--- config.mk ---
export PLATFORM = sky130hd
export DESIGN_NAME = periodic_timer_table
export DESIGN_NICKNAME = d
export VERILOG_FILES = /design/src/rtl/ptt_pkg.sv /design/src/rtl/ptt_front.sv /design/src/rtl/ptt_back.sv /design/src/rtl/periodic_timer_table.sv
export SDC_FILE = /design/constraint.sdc
export NUM_CORES = 2
export LEC_CHECK = 0
export ABC_CLOCK_PERIOD_IN_PS = 9000
export CORE_AREA = 8 8 407 409
export DETAILED_ROUTE_END_ITERATION = 7
export DIE_AREA = 0 0 415 417
export DONT_BUFFER_PORTS = 1
export GPL_TIMING_DRIVEN = 0
export PLACE_DENSITY = 0.59
export SETUP_SLACK_MARGIN = 0.3
export SLEW_MARGIN = 0
export SYNTH_ARGS = -nofsm -noshare
export SYNTH_HDL_FRONTEND = slang
export SYNTH_SLANG_ARGS = --single-unit
--- constraint.sdc ---
create_clock -name clk -period 9 [get_ports clk]
set_input_delay 0.45 -clock clk [delete_from_list [all_inputs] [get_ports clk]]
set_output_delay 0.45 -clock clk [all_outputs]
set_load 0.02 [all_outputs]
--- src/rtl/ptt_pkg.sv ---
// Shared types, codes and defaults for the periodic timer table.
package ptt_pkg;

	localparam int NUM_TIMERS_DEF = 8;

	localparam logic [1:0] OP_ADD    = 2'd0;
	localparam logic [1:0] OP_REMOVE = 2'd1;
	localparam logic [1:0] OP_POLL   = 2'd2;

	localparam int FL_RUN    = 0;
	localparam int FL_RPT    = 1;
	localparam int FL_ADEL   = 2;
	localparam int FL_CALLED = 3;

	typedef struct packed {
		logic [1:0]  op;
		logic [2:0]  slot;
		logic [31:0] period;
		logic        run;
		logic        rpt;
		logic        adel;
		logic [63:0] now;
	} cmd_t;

endpackage

--- src/rtl/ptt_front.sv ---
// Front end: queues command beats, drops unused or out-of-range ones.
module ptt_front import ptt_pkg::*; #(
	parameter int NumTimers = NUM_TIMERS_DEF
) (
	input  logic        clk,
	input  logic        arst_n,
	input  logic        cmd_valid,
	output logic        cmd_stall,
	input  logic [1:0]  operation,
	input  logic [2:0]  slot,
	input  logic [31:0] interval,
	input  logic        run_now,
	input  logic        repeat_mode,
	input  logic        auto_delete,
	input  logic [63:0] now_ms,
	output logic        q_valid,
	output cmd_t        q_cmd,
	input  logic        q_pop
);

	cmd_t       ent_q [2];
	logic       wr_ptr_q;
	logic       rd_ptr_q;
	logic [1:0] cnt_q;
	logic       in_range;
	logic       keep;
	logic       push;

	assign in_range  = 32'(slot) < NumTimers;
	assign keep      = ((operation == OP_ADD || operation == OP_REMOVE) && in_range) ||
	                   (operation == OP_POLL);
	assign cmd_stall = cnt_q[1];
	assign push      = cmd_valid && !cmd_stall && keep;
	assign q_valid   = cnt_q != 2'd0;
	assign q_cmd     = ent_q[rd_ptr_q];

	always_ff @(posedge clk) begin
		if (push) begin
			ent_q[wr_ptr_q] <= '{op: operation, slot: slot, period: interval,
			                     run: run_now, rpt: repeat_mode, adel: auto_delete,
			                     now: now_ms};
		end
	end

	always_ff @(posedge clk or negedge arst_n) begin
		if (!arst_n) begin
			wr_ptr_q <= 1'b0;
			rd_ptr_q <= 1'b0;
			cnt_q    <= 2'd0;
		end else begin
			if (push)
				wr_ptr_q <= ~wr_ptr_q;
			if (q_pop)
				rd_ptr_q <= ~rd_ptr_q;
			if (push && !q_pop)
				cnt_q <= cnt_q + 2'd1;
			else if (!push && q_pop)
				cnt_q <= cnt_q - 2'd1;
		end
	end

endmodule

--- src/rtl/ptt_back.sv ---
// Back end: slot store, add/remove execution, poll walk and result output.
module ptt_back import ptt_pkg::*; #(
	parameter int NumTimers = NUM_TIMERS_DEF
) (
	input  logic       clk,
	input  logic       arst_n,
	input  logic       q_valid,
	input  cmd_t       q_cmd,
	output logic       q_pop,
	output logic       res_valid,
	input  logic       res_stall,
	output logic       fired,
	output logic [2:0] fired_slot,
	output logic       last
);

	localparam int IW = (NumTimers > 1) ? $clog2(NumTimers) : 1;
	localparam int CW = $clog2(NumTimers + 1);

	localparam logic [1:0] ST_IDLE = 2'd0;
	localparam logic [1:0] ST_WALK = 2'd1;
	localparam logic [1:0] ST_FIN  = 2'd2;

	logic [1:0]           state_q;
	logic [CW-1:0]        walk_q;
	logic [63:0]          now_q;
	logic [NumTimers-1:0] valid_q;
	logic                 pend_v_q;
	logic [IW-1:0]        pend_slot_q;

	logic [31:0] per_mem [NumTimers];
	logic [63:0] exp_mem [NumTimers];
	logic [3:0]  flg_mem [NumTimers];

	logic          v_s1;
	logic [IW-1:0] idx_s1;
	logic [63:0]   e_s1;
	logic [31:0]   p_s1;
	logic [3:0]    f_s1;

	logic          v_s2;
	logic [IW-1:0] idx_s2;
	logic [63:0]   e_s2;
	logic [63:0]   np_s2;
	logic [31:0]   p_s2;
	logic [3:0]    f_s2;
	logic          once_s2;

	logic          en;
	logic          walk_done;
	logic          iss;
	logic          pop;
	logic [IW-1:0] a_idx;
	logic [63:0]   np;
	logic [63:0]   e2;
	logic          once;
	logic [63:0]   p64;
	logic          live;
	logic          expired;
	logic          catch_up;
	logic [63:0]   new_e;
	logic          hit;
	logic          emit;
	logic          drop;
	logic          wr_en;
	logic [IW-1:0] wr_idx;
	logic [63:0]   wr_e;
	logic [3:0]    wr_f;
	logic          per_we;

	assign en        = !res_valid || !res_stall;
	assign walk_done = walk_q == CW'(NumTimers);
	assign iss       = en && (state_q == ST_WALK) && !walk_done;
	assign pop       = en && (state_q == ST_IDLE) && q_valid;
	assign q_pop     = pop;
	assign a_idx     = IW'(q_cmd.slot);

	// stage 1: wrap reset and first-poll arming
	assign np   = now_q + {32'd0, p_s1};
	assign e2   = (np < e_s1 || e_s1 == 64'd0) ? np : e_s1;
	assign once = (e_s1 == 64'd0) && f_s1[FL_RUN] && !f_s1[FL_CALLED];

	// stage 2: expiry test and reschedule
	assign p64      = {32'd0, p_s2};
	assign live     = v_s2 && valid_q[idx_s2];
	assign expired  = !(e_s2 > now_q);
	assign catch_up = (now_q - e_s2) > p64;
	assign new_e    = expired ? (catch_up ? np_s2 : e_s2 + p64) : e_s2;
	assign hit      = once_s2 || expired;
	assign emit     = live && hit && (f_s2[FL_RPT] || !f_s2[FL_CALLED]);
	assign drop     = hit && !f_s2[FL_RPT] && f_s2[FL_ADEL];
	assign per_we   = pop && (q_cmd.op == OP_ADD);

	always_comb begin
		wr_en  = 1'b0;
		wr_idx = idx_s2;
		wr_e   = new_e;
		wr_f   = hit ? (f_s2 | 4'(1 << FL_CALLED)) : f_s2;
		if (per_we) begin
			wr_en  = 1'b1;
			wr_idx = a_idx;
			wr_e   = 64'd0;
			wr_f   = {1'b0, q_cmd.adel, q_cmd.rpt, q_cmd.run};
		end else if (en && live) begin
			wr_en = 1'b1;
		end
	end

	always_ff @(posedge clk) begin
		if (wr_en) begin
			exp_mem[wr_idx] <= wr_e;
			flg_mem[wr_idx] <= wr_f;
		end
		if (per_we)
			per_mem[a_idx] <= q_cmd.period;
		if (iss) begin
			idx_s1 <= walk_q[IW-1:0];
			e_s1   <= exp_mem[walk_q[IW-1:0]];
			p_s1   <= per_mem[walk_q[IW-1:0]];
			f_s1   <= flg_mem[walk_q[IW-1:0]];
		end
	end

	always_ff @(posedge clk) begin
		if (en) begin
			idx_s2  <= idx_s1;
			e_s2    <= e2;
			np_s2   <= np;
			p_s2    <= p_s1;
			f_s2    <= f_s1;
			once_s2 <= once;
			if (pop)
				now_q <= q_cmd.now;
			if (state_q == ST_WALK && emit) begin
				pend_slot_q <= idx_s2;
				fired       <= 1'b1;
				fired_slot  <= 3'(pend_slot_q);
				last        <= 1'b0;
			end
			if (state_q == ST_FIN) begin
				fired      <= pend_v_q;
				fired_slot <= pend_v_q ? 3'(pend_slot_q) : 3'd0;
				last       <= 1'b1;
			end
		end
	end

	always_ff @(posedge clk or negedge arst_n) begin
		if (!arst_n) begin
			state_q   <= ST_IDLE;
			walk_q    <= '0;
			valid_q   <= '0;
			pend_v_q  <= 1'b0;
			v_s1      <= 1'b0;
			v_s2      <= 1'b0;
			res_valid <= 1'b0;
		end else if (en) begin
			v_s1      <= iss;
			v_s2      <= v_s1;
			res_valid <= 1'b0;
			case (state_q)
				ST_IDLE: begin
					if (pop) begin
						case (q_cmd.op)
							OP_ADD:    valid_q[a_idx] <= 1'b1;
							OP_REMOVE: valid_q[a_idx] <= 1'b0;
							OP_POLL: begin
								state_q  <= ST_WALK;
								walk_q   <= '0;
								pend_v_q <= 1'b0;
							end
							default: ;
						endcase
					end
				end
				ST_WALK: begin
					if (iss)
						walk_q <= walk_q + CW'(1);
					if (live && drop)
						valid_q[idx_s2] <= 1'b0;
					if (emit) begin
						pend_v_q <= 1'b1;
						if (pend_v_q)
							res_valid <= 1'b1;
					end
					if (walk_done && !v_s1)
						state_q <= ST_FIN;
				end
				ST_FIN: begin
					res_valid <= 1'b1;
					state_q   <= ST_IDLE;
				end
				default: state_q <= ST_IDLE;
			endcase
		end
	end

endmodule

--- src/rtl/periodic_timer_table.sv ---
// Top level of the periodic timer table: front queue and slot engine.
//
//  channel | handshake            | payload
//  --------+----------------------+----------------------------------------------
//  command | cmd_valid, cmd_stall | operation slot interval run_now repeat_mode
//          |                      | auto_delete now_ms
//  result  | res_valid, res_stall | fired fired_slot last
//
// Add and remove are executed in the slot engine when popped; a poll holds it while it
// walks the slots, one slot a cycle while the result is not stalled, through a two-stage
// read-modify-write of the slot store, then the closing beat. A two-beat queue sits
// between the front and the engine, so commands are still taken while a poll runs or
// a result waits, until the queue is full. Reset clears slot valid bits and all control;
// the slot store holds no reset. A stalled result freezes the engine.
module periodic_timer_table import ptt_pkg::*; #(
	parameter int NumTimers = NUM_TIMERS_DEF
) (
	input  logic        clk,
	input  logic        arst_n,
	input  logic        cmd_valid,
	output logic        cmd_stall,
	input  logic [1:0]  operation,
	input  logic [2:0]  slot,
	input  logic [31:0] interval,
	input  logic        run_now,
	input  logic        repeat_mode,
	input  logic        auto_delete,
	input  logic [63:0] now_ms,
	output logic        res_valid,
	input  logic        res_stall,
	output logic        fired,
	output logic [2:0]  fired_slot,
	output logic        last
);

	logic q_valid;
	cmd_t q_cmd;
	logic q_pop;

	ptt_front #(.NumTimers(NumTimers)) u_front (
		.clk         (clk),
		.arst_n      (arst_n),
		.cmd_valid   (cmd_valid),
		.cmd_stall   (cmd_stall),
		.operation   (operation),
		.slot        (slot),
		.interval    (interval),
		.run_now     (run_now),
		.repeat_mode (repeat_mode),
		.auto_delete (auto_delete),
		.now_ms      (now_ms),
		.q_valid     (q_valid),
		.q_cmd       (q_cmd),
		.q_pop       (q_pop)
	);

	ptt_back #(.NumTimers(NumTimers)) u_back (
		.clk        (clk),
		.arst_n     (arst_n),
		.q_valid    (q_valid),
		.q_cmd      (q_cmd),
		.q_pop      (q_pop),
		.res_valid  (res_valid),
		.res_stall  (res_stall),
		.fired      (fired),
		.fired_slot (fired_slot),
		.last       (last)
	);

endmodule

==> impl_metrics.py <==
metrics = {
    "run_status": {
        "run_status": "completed",
    },
    "critical_path": {
        "critical_path.endpoint": "u_back.e_s2[8]",
        "worstReg2RegEnd": "u_back.e_s2[8]",
        "worst_reg_to_reg_cells": 27,
        "cp_data_required_time_ns": 9.50,
        "worst_setup_path_startpoint": "u_back.p_s1[0]",
        "cp-start-kind": "flop",
        "worstSetupPathType": "flop to flop",
        "critical_path_data_arrival_time_ns": 8.59,
        "r2r-start": "u_back.p_s1[0]",
        "setup.reg_to_reg.worst_slack_ns": 0.91,
        "kind_of_end_point_of_the_critical_path": "flop",
        "timing.critical_path.fanout_max": 10,
    },
    "logic_synthesis": {
        "ys_ff_latch": 1373,
        "yosys-top-cells-count": "sky130_fd_sc_hd__edfxtp_1, sky130_fd_sc_hd__nand2_1, sky130_fd_sc_hd__ha_1",
        "post_synth_num_cell_types": 90,
        "async_sr_flop_fraction_pct": 1.602,
        "postSynthNetCount": 4659,
        "synth_enable_flop_cells": 1351,
        "yosys.area.top_type_share_pct": 64.25,
        "fraction_of_the_yosys_area_taken_by_sequential_cells_pct": 65.12,
        "netlist_instances": 4319,
        "leading_cell_type_by_number_of_instances_after_synthesis": "sky130_fd_sc_hd__edfxtp_1",
        "syn_area_sq_um": 63140,
        "syn-mean-instance-area_sq_um": 14.62,
        "synth-main-ff-cell": "sky130_fd_sc_hd__edfxtp_1",
        "synth.top_cells.by_area": "sky130_fd_sc_hd__edfxtp_1, sky130_fd_sc_hd__mux4_2, sky130_fd_sc_hd__ha_1",
        "synth-warning-count": 0,
        "post-synth-top-area-cell": "sky130_fd_sc_hd__edfxtp_1",
    },
    "timing": {
        "max_slew.worst_pin.slew_ns": 1.397,
        "final.setup_skew_ns": 0.07593,
        "whs_ns": 0.1425,
        "min_period_ns": 8.094,
        "final-hold-violation-count": 0,
        "grt_setup_unrepaired": "false",
        "final_critical_path_setup_slack_ns": 0.9056,
        "min_period_over_period_pct": 89.94,
        "fmax_ghz": 0.1235,
        "worst_slew_margin_rel_pct": 6.305,
        "setup_viol": 0,
        "maxSlewViolCount": 0,
        "fin_setup_tns_ns": 0,
    },
    "clocking": {
        "number_of_buffers_created_by_cts": 148,
        "ctsLongestPathBuffers": 3,
        "cts.repair_timing.setup_buffer_count": 0,
        "clk_root_buffer_cell": "sky130_fd_sc_hd__clkbuf_16",
        "tritoncts": "built",
        "cts_max_level": 4,
        "clk_transition_reported_paths_ns": 0.06,
        "insertion_delay_ns": 0.82,
        "cts.sinks": 1373,
    },
    "drt": {
        "dr_wl_met2_microns": 75990,
        "drt-initial-drc-count": 3478,
        "drt_wl_total_microns": 169700,
        "dr_total_vias": 37937,
        "via_per_inst": 5.544,
        "drcViolationCount": 0,
        "routedWlPerCell_microns": 24.80,
        "top_layer": "met4",
        "drt-met1-wl_microns": 77990,
        "wl_met3_microns": 10990,
        "firstDrtPassIters": 6,
        "drtAntennaViolNets": 0,
    },
    "place": {
        "port_buffers": 0,
        "hpwl_microns": 125200,
        "gp_congestion": 0.9053,
        "dp_slack_ns": 0.04143,
    },
    "global_routing": {
        "grt_first_pass_wirelength_microns": 249700,
        "first_global_vias": 38304,
        "antenna_violations_before_repair": 6,
        "grt.total_usage_pct": 19.15,
        "globalRoute.totalOverflow": 0,
        "grt_start_max_net_pins": 61,
    },
    "min_path": {
        "hold_path.class": "input pin to async pin",
    },
    "layout": {
        "fillerInstances": 13944,
        "design.final.nets": 4969,
        "sequential_cell_area_sq_um": 41120,
        "syn_to_final_growth_pct": 15.99,
        "multiInputGateArea_sq_um": 20690,
        "layout-drive-gt1-share_pct": 15.54,
    },
    "die": {
        "core.rowCount": 147,
        "floorplan.die.width_microns": 415,
        "die_area_sq_um": 173100,
        "design.portCount": 115,
        "floorplan.initialDensity_pct": 39.64,
        "placeableCoreArea_sq_um": 159300,
        "die_height_microns": 417,
    },
    "run": {
        "max-cap-violations": 0,
    },
}
[layout make-up]
| type | count | area share, % |
|---|---|---|
| diodes | 3 | 0.01025 |
| plain buffers | 171 | 0.9602 |
| clock buffers | 172 | 5.180 |
| clock inverters | 103 | 1.703 |
| inverters | 215 | 1.102 |
| multi-input cells | 2560 | 28.25 |
| flip-flops and latches | 1373 | 56.15 |
| well taps | 2086 | 3.564 |
| repair buffers | 160 | 3.082 |
[worst min path at each step]
stage / cells past startpoint / slack, ns / end / startpoint
after floorplan: 0 / 0.15 / async pin / arst_n
after global placement: 0 / 0.16 / u_front.wr_ptr_q / arst_n
after detailed placement: 0 / 0.16 / u_front.wr_ptr_q / arst_n
after CTS: 2 / 0.1 / u_back.walk_q[2] / arst_n
after global routing: 2 / 0.13 / async pin / arst_n
final: 2 / 0.14 / u_back.walk_q[2] / arst_n
[logic make-up after synthesis]
family | Yosys count | synth area share [%]
DFF | 1373 | 65.12
and+or+nand+nor | 1060 | 7.812
AOI/OAI and AO/OA | 714 | 7.174
muxes | 426 | 11.10
buffers and inverters | 386 | 2.384
adders and majority gates | 232 | 4.633
xor gates and xnor gates | 128 | 1.776
[cells in the final DEF, fill, tap and decap left out, types with 27 or more instances in the layout]
master	netlist	routed
sky130_fd_sc_hd__mux2_2	168	168
sky130_fd_sc_hd__a31oi_1	31	31
sky130_fd_sc_hd__buf_1	36	36
sky130_fd_sc_hd__mux4_2	202	202
sky130_fd_sc_hd__xor2_1	52	52
sky130_fd_sc_hd__a21oi_1	218	217
sky130_fd_sc_hd__nand2_1	480	479
sky130_fd_sc_hd__mux2i_1	55	55
sky130_fd_sc_hd__clkbuf_1	110	130
sky130_fd_sc_hd__nand3_1	84	84
sky130_fd_sc_hd__nor4_1	39	39
sky130_fd_sc_hd__dlygate4sd3_1	0	107
sky130_fd_sc_hd__inv_1	215	215
sky130_fd_sc_hd__nand4_1	69	69
sky130_fd_sc_hd__a21o_1	53	53
sky130_fd_sc_hd__xnor2_1	76	76
sky130_fd_sc_hd__ha_1	229	229
sky130_fd_sc_hd__nor2_1	164	148
sky130_fd_sc_hd__o21ai_0	181	180
sky130_fd_sc_hd__clkinv_1	0	33
sky130_fd_sc_hd__o21a_1	27	27
sky130_fd_sc_hd__clkbuf_16	0	148
sky130_fd_sc_hd__and3_1	29	28
sky130_fd_sc_hd__nor3_1	60	60
sky130_fd_sc_hd__edfxtp_1	1351	1351
[worst max-delay path: stages (launching register included)]
cell and delay [ns]:
sky130_fd_sc_hd__edfxtp_1 0.53, sky130_fd_sc_hd__ha_1 0.24, sky130_fd_sc_hd__inv_1 0.06, sky130_fd_sc_hd__fa_1 0.41
sky130_fd_sc_hd__nor2b_1 0.13, sky130_fd_sc_hd__o21ai_0 0.13, sky130_fd_sc_hd__a21boi_0 0.28, sky130_fd_sc_hd__o21ai_0 0.16
sky130_fd_sc_hd__a31oi_1 0.61, sky130_fd_sc_hd__a2111oi_2 0.22, sky130_fd_sc_hd__o21ai_0 0.42, sky130_fd_sc_hd__a211oi_1 0.19
sky130_fd_sc_hd__o31a_1 0.47, sky130_fd_sc_hd__buf_2 0.27, sky130_fd_sc_hd__nor3_1 0.24, sky130_fd_sc_hd__xor2_1 0.42
sky130_fd_sc_hd__ha_1 0.34, sky130_fd_sc_hd__a21o_1 0.16, sky130_fd_sc_hd__a21oi_1 0.15, sky130_fd_sc_hd__nor2b_1 0.06
sky130_fd_sc_hd__o21ai_0 0.14, sky130_fd_sc_hd__nand2b_1 0.08, sky130_fd_sc_hd__a211oi_1 0.30, sky130_fd_sc_hd__o21ai_0 0.28
sky130_fd_sc_hd__o21bai_1 0.20, sky130_fd_sc_hd__clkbuf_2 0.33, sky130_fd_sc_hd__clkbuf_1 0.57, sky130_fd_sc_hd__mux2_2 0.41
[through the flow]
stage,area [sq um],std cells,utilization [%]
2_1_floorplan,63140,4319,-
3_5_place_dp,67050,6453,42.09
3_3_place_gp,65750,6405,41.28
6_report,73230,6843,45.98
4_1_cts,73180,6836,45.94
5_1_grt,73230,6840,45.97
[timing repair]
item                       in CTS  in global routing
hold buffers                  108                  0
gates resized for setup         2                  4
setup endpoints to repair      30                 60
hold endpoints to repair      239                  0
[sequential cells by signal (all words and copies together) (netlist names), 64 cells and up, named ones only]
name	flops
u_front.ent_q	208
u_back.np_s2	64
u_back.now_q	64
u_back.e_s1	64
u_back.e_s2	64
u_back.exp_mem	512
u_back.per_mem	256
[layer usage]
metal	up-vias	GRT usage [%]
li1	17329	-
met3	255	3.337
met2	1259	29.60
met4	0	5.947
met5	-	0
met1	19094	27.68
Power is not shown: default switching activity piles up to over one toggle a cycle in this logic, so the estimate is an artifact.
